===== config.mk =====
export PLATFORM = sky130hd
export DESIGN_NAME = lgs_row_update
export DESIGN_NICKNAME = d
export VERILOG_FILES = /design/src/hw/rtl/lgs_pkg.sv /design/src/hw/rtl/lgs_row_update.sv
export SDC_FILE = /design/constraint.sdc
export NUM_CORES = 1
export LEC_CHECK = 0
export ABC_AREA = 1
export BUFFER_PORTS_ARGS = -buffer_cell sky130_fd_sc_hd__buf_2
export CAP_MARGIN = 20
export CELL_PAD_IN_SITES_DETAIL_PLACEMENT = 2
export CELL_PAD_IN_SITES_GLOBAL_PLACEMENT = 2
export CORE_ASPECT_RATIO = 1.4
export CORE_MARGIN = 8
export CORE_UTILIZATION = 31
export DETAILED_ROUTE_END_ITERATION = 8
export PLACE_DENSITY = 0.83
export SLEW_MARGIN = 20
export SYNTH_ARGS = -nofsm -noshare
export SYNTH_HDL_FRONTEND = slang
export SYNTH_SLANG_ARGS = --single-unit

===== constraint.sdc =====
create_clock -name vclk -period 4.2
set_input_delay 0.21 -clock vclk [all_inputs]
set_output_delay 0.21 -clock vclk [all_outputs]
set_load 0.005 [all_outputs]

===== src/hw/rtl/lgs_pkg.sv =====
// Package for the life grid generation step unit.
// Holds grid sizes, field widths, request kinds, the sequencer state type and the row cell
// control struct. It depends on nothing else.
`default_nettype none

package lgs_pkg;

   localparam int MAX_COLUMNS = 64;
   localparam int MAX_ROWS    = 64;

   localparam int COL_W   = $clog2(MAX_COLUMNS);
   localparam int ROW_W   = $clog2(MAX_ROWS);
   localparam int FIELD_W = 6;
   localparam int CFG_W   = 7;
   localparam int KIND_W  = 2;

   localparam int EFF_COL_RAW = $clog2(MAX_COLUMNS + 1);
   localparam int EFF_ROW_RAW = $clog2(MAX_ROWS + 1);
   localparam int EFF_COL_W   = (EFF_COL_RAW > CFG_W) ? EFF_COL_RAW : CFG_W;
   localparam int EFF_ROW_W   = (EFF_ROW_RAW > CFG_W) ? EFF_ROW_RAW : CFG_W;

   localparam int REQ_DATA_W = 16;
   localparam int RSP_DATA_W = 8;

   localparam logic [KIND_W-1:0] KIND_WRITE   = 2'd0;
   localparam logic [KIND_W-1:0] KIND_ADVANCE = 2'd1;
   localparam logic [KIND_W-1:0] KIND_READ    = 2'd2;
   localparam logic [KIND_W-1:0] KIND_CLEAR   = 2'd3;

   localparam logic CSR_COLUMNS = 1'b0;
   localparam logic CSR_ROWS    = 1'b1;

   localparam logic [3:0] BIRTH_COUNT = 4'd3;
   localparam logic [3:0] SURVIVE_LOW = 4'd2;

   typedef enum logic {
      ST_IDLE,
      ST_STEP
   } state_type;

   typedef struct packed {
      logic             shift;
      logic             clear;
      logic             write;
      logic [COL_W-1:0] col;
      logic             value;
   } cell_ctl_type;

endpackage

`default_nettype wire


===== src/hw/rtl/lgs_row_update.sv =====
// Next-generation logic for one row: counts the eight neighbors of every cell and applies B3/S23.
// Cells outside the area in use are kept; neighbors outside it count as dead.
// Depends on lgs_pkg.
`default_nettype none

module lgs_row_update (
   input  wire  [lgs_pkg::MAX_COLUMNS-1:0] above,
   input  wire  [lgs_pkg::MAX_COLUMNS-1:0] center,
   input  wire  [lgs_pkg::MAX_COLUMNS-1:0] below,
   input  wire                             above_valid,
   input  wire                             below_valid,
   input  wire                             row_valid,
   input  wire  [lgs_pkg::MAX_COLUMNS-1:0] col_mask,
   output logic [lgs_pkg::MAX_COLUMNS-1:0] next_row
);
   import lgs_pkg::*;

   logic [MAX_COLUMNS+1:0] pad_above;
   logic [MAX_COLUMNS+1:0] pad_center;
   logic [MAX_COLUMNS+1:0] pad_below;

   always_comb begin
      pad_above  = {1'b0, above & col_mask & {MAX_COLUMNS{above_valid}}, 1'b0};
      pad_center = {1'b0, center & col_mask, 1'b0};
      pad_below  = {1'b0, below & col_mask & {MAX_COLUMNS{below_valid}}, 1'b0};
   end

   always_comb begin
      logic [3:0] count;
      logic       alive;
      logic       rule;
      next_row = center;
      for (int c = 0; c < MAX_COLUMNS; c++) begin
         count = 4'(pad_above[c]) + 4'(pad_above[c+1]) + 4'(pad_above[c+2])
               + 4'(pad_center[c]) + 4'(pad_center[c+2])
               + 4'(pad_below[c]) + 4'(pad_below[c+1]) + 4'(pad_below[c+2]);
         alive = center[c];
         rule  = (count == BIRTH_COUNT) || (alive && (count == SURVIVE_LOW));
         if (row_valid && col_mask[c]) begin
            next_row[c] = rule;
         end
      end
   end

endmodule

`default_nettype wire


# == After elaboration in Yosys (flattened, before gate mapping) ==
# Index checks and enable logic that the tools add are counted.
# op_classes
eq_ne,128
n_bitwise,5
mul,0
magnitude_cmp,0
reduce_logical,192
add_sub_neg,441
n_mux,64
n_shift,0
n_div,0
# op_table
operator,n
adder 4 x 1 -> 4 bit,252
== test 4 x 2 -> 1 bit (second input constant),128
bitwise AND 64 bit,5
adder 3 x 1 -> 4 bit,63
adder 2 x 1 -> 3 bit,63
logical AND 1 bit,128
adder 1 x 1 -> 2 bit,63
logical OR 1 bit,64
two-way mux 1 bit,64
# totals
rom_bits,0
elab_cells,830
ff_bits,0
ram_bits,0
latch_bits,0
output_inout_bits,64
memories,0
in_bits,259

# == Logic depth before layout (Yosys ltp) ==
# logic_depth
depth_word,13
depth_mapped,17
mapped_depth_nobuf,15

# == Least setup slack after synthesis ==
# No wires, ideal clock.
# synth_path
path_type,input-to-output
start,input port above_valid
end,output port next_row[25] in the netlist's numbering
path_slack_ns,0.606
path_buffers,2
t_arrival_ns,3.384
t_required_ns,3.990
path_stages,15
cell_sequence,buf_2 -> buf_2 -> nand3_1 -> fa_1 -> inv_1 -> fa_1 -> inv_1 -> fa_1 -> inv_1 -> ha_1 -> fa_1 -> o21ai_0 -> nor2_1 -> nand2_1 -> nand2_1
# synth_via
elab_chain_cells,12
elab_cells_between_ends,13
classes_between,add/sub (7); eq/ne (2); mux (1); bitwise (1); reduce/logical (2)
# synth_rtl
item,line_no,source
from (decl),lgs_row_update.sv:10,"input wire above_valid,"
bitwise AND 64 bit (*),lgs_row_update.sv:23,"pad_above = {1'b0, above & col_mask & {MAX_COLUMNS{above_valid}}, 1'b0};"
adder 1 x 1 -> 2 bit,lgs_row_update.sv:34,count = 4'(pad_above[c]) + 4'(pad_above[c+1]) + 4'(pad_above[c+2])
adder 2 x 1 -> 3 bit (*),lgs_row_update.sv:34,
adder 3 x 1 -> 4 bit (*),lgs_row_update.sv:35,+ 4'(pad_center[c]) + 4'(pad_center[c+2])
adder 4 x 1 -> 4 bit (*),lgs_row_update.sv:35,
adder 4 x 1 -> 4 bit (*) (3 in series),lgs_row_update.sv:36,+ 4'(pad_below[c]) + 4'(pad_below[c+1]) + 4'(pad_below[c+2]);
== test 4 x 2 -> 1 bit,lgs_row_update.sv:38,rule = (count == BIRTH_COUNT) || (alive && (count == SURVIVE_LOW));
logical AND 1 bit,lgs_row_update.sv:38,
logical OR 1 bit (*),lgs_row_update.sv:38,
two-way mux 1 bit (*),lgs_row_update.sv:39,if (row_valid && col_mask[c]) begin
to (decl),lgs_row_update.sv:14,output logic [lgs_pkg::MAX_COLUMNS-1:0] next_row
# Mark *: on every way between the ends. The rest lies on a longest branch, timed or not.

# == Worst setup path after layout ==
# layout_path
start,input port above_valid
end,output port next_row[33] in the netlist's numbering
# The elaborated chain is that of the path after synthesis.

==> results.txt <==
----------------------------------------------------
[Run status]
  Status ... complete, no violations

[Timing]
  Final Hold Fails ... 0
  Hold Worst Slack ... 0.7152 ns
  Slew @ Worst Pin ... about 0.81 ns
  Setup TNS ... 0 ns
  Ratio of final minimum period to clock period ... 96.17%
  Number of setup violations in the final report ... 0
  Relative slew margins ... roughly 46%
  Maximum clock rate ... about 250 MHz
  Tmin final ... between 4 and 5 ns
  Final Max Slew Viols ... 0
  Setup repair after global routing missed its margin ... no

[Worst setup path]
  Number of buffers and inverters on the critical path ... 6
  Req. time, crit path ... 3.99 ns
  Worst path max stage delay ... 0.60 ns
  Kind of end point of the critical path ... output pin
  Startpoint kind of the worst setup timing path ... input port
  WP data arrival ... approximately 3.8 ns
  Crit path max fanout ... 35
  Most used cell along the critical path ... sky130_fd_sc_hd__fa_1
  Crit Path Class ... input port to output pin
  Cells traversed along the worst timing path ... buf_2, buf_12, nand3_1, fa_1, inv_1, fa_1, inv_1, fa_1, inv_1, ha_1, fa_1, o21ai_0, nor2_1, nand2_1, nand2_1, buf_2
  Category of cells accounting for the largest share of critical-path delay ... adder cells
  Standard cell with the maximum stage delay on the critical path ... sky130_fd_sc_hd__fa_1

[Global routing]
  Number of global-route vias before repair ... about 17k
  Total congestion overflow ... 0
  Largest net degree at the start of global routing ... 40
  Initial antenna violation count ... 15
  Wire length of the first global-routing pass ... a little over 80000 um
  All-Layer GR Usage ... a little under a fifth

[Die]
  Placeable core region ... 43950 sq um
  Total die area ... between 50000 and 60000 sq um
  Starting density of the core ... about a third
  Total I/O pin count ... 323
  Die Wd ... 194.3 um
  Die boundary height ... about 270 um
  Floorplan row count ... roughly 90

[Routing]
  First-pass iteration count of the detailed router ... 4
  Count of antenna-violating nets left after detailed routing ... 0
  Met1 Wirelength ... approximately 18000 um
  Average detailed-routed wire length per instance ... roughly 17 um
  Initial DRC count ... 150
  Via count normalized by instance count ... between 4 and 5
  Met3 WL post-DR ... 2024 um
  Final routed wirelength across all metal layers ... just under 50000 um
  Via count ... 13.31k
  DR DRC count ... 0
  Wire length on met2 ... around 28000 um
  Uppermost signal routing layer after detailed routing ... met5

[Power and ir drop]
  Net switching component of the power ... between 1000 and 1500 uW
  Static leakage power ... roughly 0.011 uW
  Int Power ... between 700 and 800 uW
  Peak VDD IR ... approximately 48 uV
  Share of power burned in the clock network ... 0%
  Power, Total ... approximately 1900 uW
  Relative contribution of combinational cells to total power ... 100.0%
  Switching share of power ... 60.35%
  Sequential Power Share ... 0%
  Pwr Density ... about 120 nW/um^2

[Yosys]
  Cell area after synthesis ... roughly 14000 sq um
  Gate count after technology mapping ... between 1.5k and 2k
  Number of distinct standard cells referenced by the synthesized netlist ... 15
  Most area-consuming cells after synthesis ... sky130_fd_sc_hd__fa_1 (37%), sky130_fd_sc_hd__ha_1 (17%), sky130_fd_sc_hd__inv_1 (15%), sky130_fd_sc_hd__nand2_1 (15%), sky130_fd_sc_hd__nand3_1 (4.5%)
  Synthesized Nets ... 2674
  Yosys top cell by area ... sky130_fd_sc_hd__fa_1
  Sequential cell area fraction in the yosys report ... 0%
  Yosys Warn Count ... 0
  Area share of the largest cell type after synthesis ... 36.58%
  Synthesized area divided by synthesized cell count ... roughly 7 sq um

[Cells and area]
  Register cell area after layout ... 0 sq um
  Net count, final ... 2985
  Fin cells ... between 2k and 3k
  Layout cell share with drive strength beyond 1 ... between 10% and 20%
  Number of filler cells placed in the layout ... 5469
  Number of sequential storage elements ... 0
  Area delta synth->final ... 16.90%
  Total area of multi-input combinational cells ... 11400 sq um
  Clock buffer count in the final layout ... 0

[Worst hold path]
  Min-delay worst type ... input port to output pin
  Critical hold path startpoint ... center[20]
  Hold EP ... next_row[20]
  WHS Path Cells ... 4

[Place]
  DP Cell Count ... approximately 2.8k
  Buffers added on ports ... approximately 320
  Final weighted congestion of routability-driven global placement ... around 0.87
  DPL Wire Length ... about 46000 um

[Job]
  Maximum capacitance violations ... 0

----------------------------------------------------
## layout make-up
class | count | share of cell area [%]
Antenna cell | 8 | 0.1242
Inverter | 607 | 14.13
Multi-Input combinational cell | 1347 | 70.73
Tap cell | 558 | 4.331
Timing Repair Buffer | 330 | 10.68
## synthesized netlist by cell type
cell type,n
sky130_fd_sc_hd__buf_6,5
sky130_fd_sc_hd__inv_1,557
sky130_fd_sc_hd__and3_1,1
sky130_fd_sc_hd__o21ai_0,42
sky130_fd_sc_hd__buf_2,15
sky130_fd_sc_hd__inv_2,50
sky130_fd_sc_hd__o22ai_1,2
sky130_fd_sc_hd__nand2_2,50
sky130_fd_sc_hd__nand3_1,123
sky130_fd_sc_hd__nor2_1,71
sky130_fd_sc_hd__buf_4,1
sky130_fd_sc_hd__nand3b_1,62
sky130_fd_sc_hd__fa_1,252
sky130_fd_sc_hd__ha_1,188
sky130_fd_sc_hd__nand2_1,556
## power by group through the flow
stage / Clock (uW) / Sequential [uW] / Combinational [uW]
after global routing: 0.0000958 / 0 / 2230
final: 0.000255 / 0 / 1890
after CTS: 0 / 0 / 1960
after detailed placement: 0 / 0 / 1940
after floorplan: 0 / 0 / 1200
after global placement: 0 / 0 / 1760
## kinds of logic (layout without fill, tap and decap cells)
kind of cell    count (synthesis)  count (layout)  synth area share (%)
simple gates                  863             863                 27.22
buf+inv                       628             937                 17.53
fa+ha+maj                     440             440                 53.64
compound gates                 44              44                 1.615
other cells                     0               8                     0
## cell usage in the layout (no fill, tap or decap), drive strengths merged
cell / synthesis / final
and3: 1 / 1
ha: 188 / 188
nand3b: 62 / 62
fa: 252 / 252
nor2: 71 / 71
nand3: 123 / 123
diode: 0 / 8
nand2: 606 / 606
inv: 607 / 607
o21ai: 42 / 42
buf: 21 / 330
o22ai: 2 / 2
## worst max-delay path by stage
stage | startpoint | end | slack [ns] | depth (start not counted)
floorplan | above_valid | next_row[25] | 0.61 | 15
global placement | above_valid | next_row[26] | 0.11 | 16
detailed placement | above_valid | next_row[26] | 0.05 | 16
CTS | above_valid | next_row[26] | 0.04 | 16
global route | above_valid | next_row[44] | 0.009 | 16
finish | above_valid | next_row[33] | 0.16 | 16
## routing by layer
metal | up-vias | global-route usage, %
li1 | 6366 | -
met2 | 290 | 39.57
met4 | 12 | 4.074
met3 | 71 | 2.997
met1 | 6569 | 19.12
met5 | - | 0
## metrics by stage
| stage | utilization, % | setup slack, ns | area [sq um] |
|---|---|---|---|
| after floorplan | - | 0.6058 | 13790 |
| after global placement | 36.57 | 0.1052 | 16070 |
| after detailed placement | 36.57 | 0.04761 | 16070 |
| after CTS | 36.57 | 0.03689 | 16070 |
| after global routing | 36.65 | 0.008963 | 16110 |
| final | 36.68 | 0.1607 | 16120 |
## repair_timing
item | in CTS | in global routing
resized for setup | 0 | 6
buffers inserted | 0 | 0
endpoints found under the setup margin | 0 | 5
hold buffers | 0 | 0
Note: power is estimated with default switching activity, not from simulation.
