<file path="config.mk">
export PLATFORM = sky130hd
export DESIGN_NAME = lgs_row_cell
export DESIGN_NICKNAME = d
export VERILOG_FILES = /design/src/hw/rtl/lgs_pkg.sv /design/src/hw/rtl/lgs_row_cell.sv
export SDC_FILE = /design/constraint.sdc
export NUM_CORES = 1
export LEC_CHECK = 0
export ABC_AREA = 1
export BUFFER_PORTS_ARGS = -buffer_cell sky130_fd_sc_hd__clkbuf_2
export CELL_PAD_IN_SITES_DETAIL_PLACEMENT = 0
export CELL_PAD_IN_SITES_GLOBAL_PLACEMENT = 1
export CORE_UTILIZATION = 36
export CTS_CLUSTER_DIAMETER = 150
export CTS_CLUSTER_SIZE = 30
export DETAILED_ROUTE_END_ITERATION = 12
export PLACE_DENSITY = 0.84
export SLEW_MARGIN = 5
export SYNTH_ARGS = -nofsm -noshare
export SYNTH_HDL_FRONTEND = slang
export SYNTH_SLANG_ARGS = --single-unit
</file>
<file path="constraint.sdc">
create_clock -name clock -period 1.8 [get_ports clock]
set_clock_uncertainty 0.1 [all_clocks]
set_input_delay 0.09 -clock clock [delete_from_list [all_inputs] [get_ports clock]]
set_output_delay 0.09 -clock clock [all_outputs]
set_load 0.1 [all_outputs]
</file>
<file path="src/hw/rtl/lgs_pkg.sv">
// Package for the life grid generation step unit.
// Holds grid sizes, field widths, request kinds, the sequencer state type and the row cell
// control struct. It depends on nothing else.
`default_nettype none

package lgs_pkg;

   localparam int MAX_COLUMNS = 64;
   localparam int MAX_ROWS    = 64;

   localparam int COL_W   = $clog2(MAX_COLUMNS);
   localparam int ROW_W   = $clog2(MAX_ROWS);
   localparam int FIELD_W = 6;
   localparam int CFG_W   = 7;
   localparam int KIND_W  = 2;

   localparam int EFF_COL_RAW = $clog2(MAX_COLUMNS + 1);
   localparam int EFF_ROW_RAW = $clog2(MAX_ROWS + 1);
   localparam int EFF_COL_W   = (EFF_COL_RAW > CFG_W) ? EFF_COL_RAW : CFG_W;
   localparam int EFF_ROW_W   = (EFF_ROW_RAW > CFG_W) ? EFF_ROW_RAW : CFG_W;

   localparam int REQ_DATA_W = 16;
   localparam int RSP_DATA_W = 8;

   localparam logic [KIND_W-1:0] KIND_WRITE   = 2'd0;
   localparam logic [KIND_W-1:0] KIND_ADVANCE = 2'd1;
   localparam logic [KIND_W-1:0] KIND_READ    = 2'd2;
   localparam logic [KIND_W-1:0] KIND_CLEAR   = 2'd3;

   localparam logic CSR_COLUMNS = 1'b0;
   localparam logic CSR_ROWS    = 1'b1;

   localparam logic [3:0] BIRTH_COUNT = 4'd3;
   localparam logic [3:0] SURVIVE_LOW = 4'd2;

   typedef enum logic {
      ST_IDLE,
      ST_STEP
   } state_type;

   typedef struct packed {
      logic             shift;
      logic             clear;
      logic             write;
      logic [COL_W-1:0] col;
      logic             value;
   } cell_ctl_type;

endpackage

`default_nettype wire

</file>
<file path="src/hw/rtl/lgs_row_cell.sv">
// One row cell of the grid chain: holds one row of cells.
// It shifts its row to the neighbor during a generation step and takes writes and clears.
// Depends on lgs_pkg.
`default_nettype none

module lgs_row_cell (
   input  wire                                    clock,
   input  wire                                    reset,
   input  lgs_pkg::cell_ctl_type                  ctl,
   input  wire                                    sel,
   input  wire        [lgs_pkg::MAX_COLUMNS-1:0]  shift_in,
   output logic       [lgs_pkg::MAX_COLUMNS-1:0]  row_out
);
   import lgs_pkg::*;

   logic [MAX_COLUMNS-1:0] row_ff;
   logic [MAX_COLUMNS-1:0] row_in;

   always_comb begin
      row_in = row_ff;
      if (ctl.clear) begin
         row_in = '0;
      end else if (ctl.shift) begin
         row_in = shift_in;
      end else if (ctl.write && sel) begin
         row_in[ctl.col] = ctl.value;
      end
   end

   always_ff @(posedge clock) begin
      if (reset) begin
         row_ff <= '0;
      end else begin
         row_ff <= row_in;
      end
   end

   assign row_out = row_ff;

endmodule

`default_nettype wire

</file>
## Word-level counts from Yosys, hierarchy flattened

Cells that the tools add are included.

- Logic and storage cells: 12
- Output and inout port bits: 64
- Register bits: 64
- Bits of input ports: 77

- Order comparisons: 2
- Mux-type cells: 5
- Reductions and logical operators: 4

Operators with widths:

| kind | number |
|---|---|
| $mux 64 | 2 |
| $bwmux 64 | 1 |
| $lt 6x7->1 const B | 1 |
| $demux 1 s6 | 1 |
| $ge 6x1->1 const B | 1 |
| $logic_and 1x1->1 | 2 |
| $reduce_bool 2->1 | 1 |
| $reduce_or 2->1 | 1 |
| $mux 1 | 1 |

## Depth between registers and ports, before layout

Gate-level depths: netlist (run 1).

- Depth after elaboration: 7
- Mapped depth: 9
- Mapped depth without buffers: 8

## Least setup slack after synthesis (run 1)

OpenSTA, ideal clock, no wires.

- Path type: register to register
- From: reg row_ff[49], in the netlist row_out[49]
- To: reg row_ff[49], in the netlist row_out[49]
- Stages on the path, launching flop included: 5
- Buffers on the path: 0
- Slack: 0.395 ns
- Required time: 1.635 ns
- Period minus slack after synthesis: 1.405 ns
- Arrival time: 1.240 ns
- Library setup time: 0.065 ns
- Cell sequence: dfxtp_1 -> inv_1 -> nand3_1 -> nand2_1 -> nor2_1

- Word-level cells in the longest chain between the ends: 3

Ends and longest elaborated chain:

| element | RTL line | text |
|---|---|---|
| start, declared | lgs_row_cell.sv:16 | `logic [MAX_COLUMNS-1:0] row_ff;` |
| start signal, assigned | lgs_row_cell.sv:34 | `row_ff <= row_in;` |
| $bwmux 64 | lgs_row_cell.sv:26 | `row_in[ctl.col] = ctl.value;` |
| $mux 64 | lgs_row_cell.sv:25 | `end else if (ctl.write && sel) begin` |
| $mux 64 | lgs_row_cell.sv:23 | `end else if (ctl.shift) begin` |

Every way passes these cells. The select of a mux whose other input is x is not followed.
A chain may end at the register's enable or synchronous reset.

## Final worst setup path (run 1)

- From: reg row_ff[31], in the netlist row_out[31]
- To: out row_out[31] (netlist name)

RTL lines:

| element | RTL line | text |
|---|---|---|
| end, declared | lgs_row_cell.sv:12 | `output logic [lgs_pkg::MAX_COLUMNS-1:0] row_out` |

No word-level cell between the ends.

==> results.ini, run 1 <==
[status]
status = complete, but fails checks
violations = negative hold slack

[final_layout]
antenna_cells = 0
nNetsFinal = 1159
final_layout_size_suffix_gt1_share_pct = 17.51
fill_cells = 1400
seq_area_um2 = 1281
fin_util_pct = 50.30
largest_register_ffs = 64
areaGrowthSynthToFinish_pct = 34.92
multi_input_area_um2 = 2952

[routing]
drt-initial-drc-count = 404
avgViaCountPerCell = 4.657
wirelength_mm = 15.67
wl_per_cell_um = 12.47
dr.pass1.iters = 4
drc = 0
num_vias = 5854
final_antenna_net_count = 0

[floorplan]
fp.dieW_um = 117.0
pin_count = 141
fp.dieH_um = 117.0
rows = 41
coreArea_um2 = 12770
dieArea_um2 = 13690
start_util_pct = 37.28

[grt]
grt_pass1_vias = 5376
overflow = 0
grt_pass1_wl_mm = 25.96
grt_max_degree = 65
antenna_found_initial = 0
grt_usage_pct = 24.32

[power]
total_power_mw = 4.570
power_density_nw_per_um2 = 711.4
peakVddDrop_v = 0.0002904
p_leak_nw = 3.285

[setup_path]
cp_num_buf_inv = 1
critical-path-max-stage-delay_ns = 0.48
end_kind = output pin
cp_slowest_cell = clkbuf_2
crit_type = reg2out
start_kind = flop
critPathLaunch = row_out[31]
cp.depth = 1
critPathTopFamily = buffers and inverters
cp_cell_sequence = clkbuf_2
path_max_fanout = 2
crit_required_ns = 1.61
rr_startpoint = row_out[31]
critPathArrivalTime_ns = 1.19
worstRegToRegCells = 3

[min_path]
hold_depth = 5
min_path_type = in2reg
min_from = shift_in[11]

[clock_tree]
clock_sinks = 64
cts_resized = 0
htree_levels = 3
cts_max_path_buffers = 2
postCtsHoldBufs = 48
cts_buffers = 9
clkLatencyLatePin_ns = 0.33
tritoncts = built
cts-root-buf = clkbuf_16
cts_setup_buffers = 0
clk_pin_slew_ns = 0.06

[sta]
rsz0062_at_grt = false
setup_viol = 0
fin_crit_sh_pct = 76.47
min_period_ns = 1.376
relSlewSlack_pct = 61.64
tightest_slew_ns = 0.5778
whs_ns = -0.0009019
final_hold_viol_count = 1
slew_viol_final = 0
setup_tns_ns = 0
fmax_ghz = 0.7265

[placement]
io_buffers = 140
gp_congestion = 0.7987
hpwl_mm = 10.00

[yosys]
avgSynthCellArea_um2 = 5.193
ys_warn_count = 0
ys_types = 15
synth_seq_cells = 64
synth_nets = 994
syn-cell-area_um2 = 4762
netlist_instances = 917
seq_area_frac_synth_pct = 26.90

[job]
cap_violations = 0

-- layer usage --
layer	vias to the layer above	GRT usage (%)	share of wire (%)	routed length [µm]
li1	3130	-	-	-
met1	2535	32.16	49	7612
met2	169	40.79	45	7123
met3	20	3.090	4.2	659
met4	0	8.439	1.8	275
met5	-	0	0	0
-- through the flow --
step	cell area, µm²	hold WS [ns]	instances	worst slack (ns)
after floorplan	4762	0.2185	917	0.3954
after global placement	5670	0.3220	1195	0.3586
after detailed placement	5670	0.3178	1195	0.3211
after CTS	6425	0.0005839	1257	0.4238
after global routing	6425	0.02419	1257	0.3958
final	6425	-0.0009019	1257	0.4235
-- final cells by class --
type | count | area share (%)
clock buffer | 14 | 4.265
inverter | 66 | 3.875
multi-input combinational | 725 | 45.94
sequential | 64 | 19.94
tap | 172 | 3.350
timing repair buffer | 216 | 22.63
-- cell usage in the layout (no fill, tap or decap) --
cell type	count
inv_2	6
o21ai_0	47
nand2_1	381
clkbuf_16	9
buf_4	23
inv_1	59
dfxtp_1	64
clkinv_2	1
a21oi_1	2
nor2_1	181
dlygate4sd3_1	48
nand3b_1	7
nand2_2	1
clkbuf_1	2
buf_12	5
nor2_4	1
nor2_2	1
nand3_1	104
clkbuf_2	140
clkbuf_8	3
-- synth_stat cells, drive strengths merged --
| cell | instances | area, µm² |
|---|---|---|
| dfxtp | 64 | 1281 |
| nand3b | 7 | 52.55 |
| a21oi | 2 | 10.01 |
| o21ai | 47 | 235.2 |
| inv | 66 | 247.7 |
| buf | 43 | 220.2 |
| nor2 | 183 | 689.4 |
| clkbuf | 19 | 71.32 |
| nand3 | 104 | 520.5 |
| nand2 | 382 | 1434 |
-- power breakdown --
group	switching (mW)	internal, mW
Clock	0.637	1.03
Sequential	0.0369	1.48
Combinational	0.999	0.382
-- final timing paths --
kind | endpoint | slack (ns)
max reg2reg | row_out[31] | 1.00
max | row_out[31] | 0.42
min reg2reg | row_out[54] | 0.41
min | row_out[11] | -0.0009
-- logic make-up after synthesis --
group | Yosys count | synth area share (%)
flops | 64 | 26.90
compound gates | 49 | 5.150
buf+inv | 128 | 11.32
simple gates | 676 | 56.62
-- tightest hold or removal path: cells and delay by family --
family | cells | cell delay [ns]
buffers and inverters | 1 | 0.07
and+or+nand+nor | 4 | 0.23
Power figures use the tool's default switching activity.
==> run 2, diff against run 1 <==
Settings changed: CORE_UTILIZATION 36 to 34, PLACE_DENSITY 0.84 to 0.79.
Clock period 1.8 ns to 1.4 ns, I/O delays scaled along.
==> run 2 against run 1 <==
Net effect:
- the flow now finishes without violations
- combinational power up 36%
- sequential power up 29%
- sequential share of layout area down 0.99 points
- final area up 5.6%
- critical path depth unchanged
- clock power up 20%
- wire length up 3.7%
- first-iteration DRC count up 0.99%
- non-clock buffer count up 34
==> results.ini, run 2 (synthesized netlist as in run 1, its figures left out) <==
[status]
status = complete, no violations

[final_layout]
nNetsFinal = 1193  ; +2.9%
largest_register_ffs = 64  ; unchanged
final_layout_size_suffix_gt1_share_pct = 19.02  ; +1.5 points
areaGrowthSynthToFinish_pct = 42.54
antenna_cells = 0  ; unchanged
final_common_cell = nand2_1
layout_common_cells = nand2_1 (381), nor2_1 (181), clkbuf_2 (135), nand3_1 (104), dlygate4sd3_1 (65)
final_cells = 1296  ; +3.1%
fill_cells = 1480  ; +5.7%

[min_path]
min_path_type = in2reg
hold_end = row_out[24]
min_from = shift_in[24]
hold_depth = 5  ; unchanged

[setup_path]
cp_cell_sequence = clkbuf_2
end_kind = output pin
start_kind = flop
critical_path.reg2reg.endpoint = row_out[36]
cp_slowest_cell = clkbuf_2
crit_type = reg2out
r2r_setup_slack_ns = 0.62  ; -0.38 ns
crit_required_ns = 1.23  ; -0.38 ns
critPathTopFamily = buffers and inverters
worstRegToRegCells = 4  ; +1
path_max_fanout = 2  ; unchanged
cp_num_buf_inv = 1  ; unchanged
critPathArrivalTime_ns = 1.17  ; -0.02 ns
rr_startpoint = row_out[36]
critical-path-max-stage-delay_ns = 0.47  ; about the same

[sta]
setup_tns_ns = 0  ; unchanged
tightest_slew_ns = 0.5511  ; -0.02679 ns
rsz0062_at_grt = false
fmax_ghz = 0.7475
setup_viol = 0  ; unchanged
min_period_ns = 1.338
whs_ns = 0.009615  ; +0.01052 ns
setup_ws_ns = 0.06221  ; -0.3613 ns
final_hold_viol_count = 0  ; -1
slew_viol_final = 0  ; unchanged
fin_crit_sh_pct = 95.56
relSlewSlack_pct = 63.42  ; +1.8 points

[floorplan]
rows = 42  ; +2.4%
pin_count = 141  ; unchanged
dieArea_um2 = 14480  ; +5.8%
fp.dieH_um = 120.3  ; +2.9%
fp.dieW_um = 120.3  ; +2.9%
start_util_pct = 35.40  ; -1.9 points
coreArea_um2 = 13450  ; +5.3%

[power]
internal_power_mw = 3.654  ; +26%
power_frac_comb_pct = 32.1  ; +1.9 points
p_sw_share_pct = 37.56  ; +0.96 points
power_density_nw_per_um2 = 862.1  ; +21%
peakVddDrop_v = 0.0006371  ; +120%
p_switching_mw = 2.198  ; +31%
pwr-share-clk_pct = 34.4  ; -2.1 points
p_leak_nw = 3.460  ; +5.3%
pwr-share-seq_pct = 33.5  ; +0.2 points

[routing]
wirelength_mm = 16.25  ; +3.7%
dr.pass1.iters = 5  ; +1
drt-initial-drc-count = 408  ; +0.99%
wl_per_cell_um = 12.53  ; +0.54%
final_antenna_net_count = 0  ; unchanged
avgViaCountPerCell = 4.640  ; -0.37%
num_vias = 6013  ; +2.7%
drc = 0  ; unchanged

[placement]
io_buffers = 140  ; unchanged
hpwl_mm = 10.82  ; +8.2%
gp_congestion = 0.8366  ; +4.7%
place_inst = 1216  ; +1.8%
dp_slack_ns = 0.08141  ; -0.2397 ns

[clock_tree]
cts_resized = 0  ; unchanged
clk_pin_slew_ns = 0.06  ; about the same
clkLatencyLatePin_ns = 0.33  ; about the same
cts-root-buf = clkbuf_16
cts_max_path_buffers = 2  ; unchanged
postCtsHoldBufs = 65  ; +35%
tritoncts = built
cts_buffers = 9  ; unchanged
htree_levels = 3  ; unchanged
cts_setup_buffers = 0  ; unchanged
clock_sinks = 64  ; unchanged

[grt]
grt_usage_pct = 23.21  ; -1.1 points
grt_pass1_wl_mm = 26.78  ; +3.2%
antenna_found_initial = 0  ; unchanged
grt_max_degree = 80  ; +23%
overflow = 0  ; unchanged
grt_pass1_vias = 5491  ; +2.1%

[job]
cap_violations = 0  ; unchanged

## run 2: changes by cell type in the layout (fill, tap and decap cells not counted)
cell	previous run	this run
buf_12	5	10
buf_4	23	40
clkbuf_1	2	1
clkbuf_2	140	135
clkbuf_8	3	0
clkinv_2	1	6
dfxtp_1	64	60
dfxtp_2	0	4
dlygate4sd3_1	48	65
## run 2: layout make-up
cell class,instances,area [µm²],area share (%)
well taps,176,220.2,3.244
clock buffers,10,229.0,3.373
clock inverters,5,25.02,0.3687
repair buffers,250,1827,26.91
inverters,66,249.0,3.668
flip-flops and latches,64,1286,18.95
multi-input cells,725,2952,43.48
## run 2: how the worst max path moves through the flow
stage,from,to,depth (start not counted)
2_1_floorplan,row_out[0],row_out[0],4
3_3_place_gp,ctl[1],row_out[2],9
3_5_place_dp,ctl[1],row_out[26],7
4_1_cts,row_out[11],row_out[11],1
5_1_grt,ctl[8],row_out[19],6
6_report,row_out[42],row_out[42],1
## run 2: metal layers
layer,vias to the layer above,track usage [%],share of wire (%)
li1,3201,-,-
met1,2637,31.40,49
met2,165,38.25,46
met3,10,4.670,5.0
met4,0,4.321,0.84
met5,-,0,0
## run 2: power groups by stage
stage               Combinational (mW)  Sequential [mW]  Clock (mW)
finish                            1.88             1.96        2.01
floorplan                        0.655             2.60           0
detailed placement                1.74             2.00           0
global placement                  1.73             2.00           0
CTS                               1.88             1.96        2.09
global route                      2.04             1.97        2.14
## run 2: metrics by stage
step / area, µm² / utilization [%] / power [mW]
after floorplan: 4767 / - / 3.257
after global placement: 5883 / 43.73 / 3.730
after detailed placement: 5883 / 43.73 / 3.732
after CTS: 6788 / 50.46 / 5.931
after global routing: 6788 / 50.46 / 6.146
final: 6788 / 50.46 / 5.851
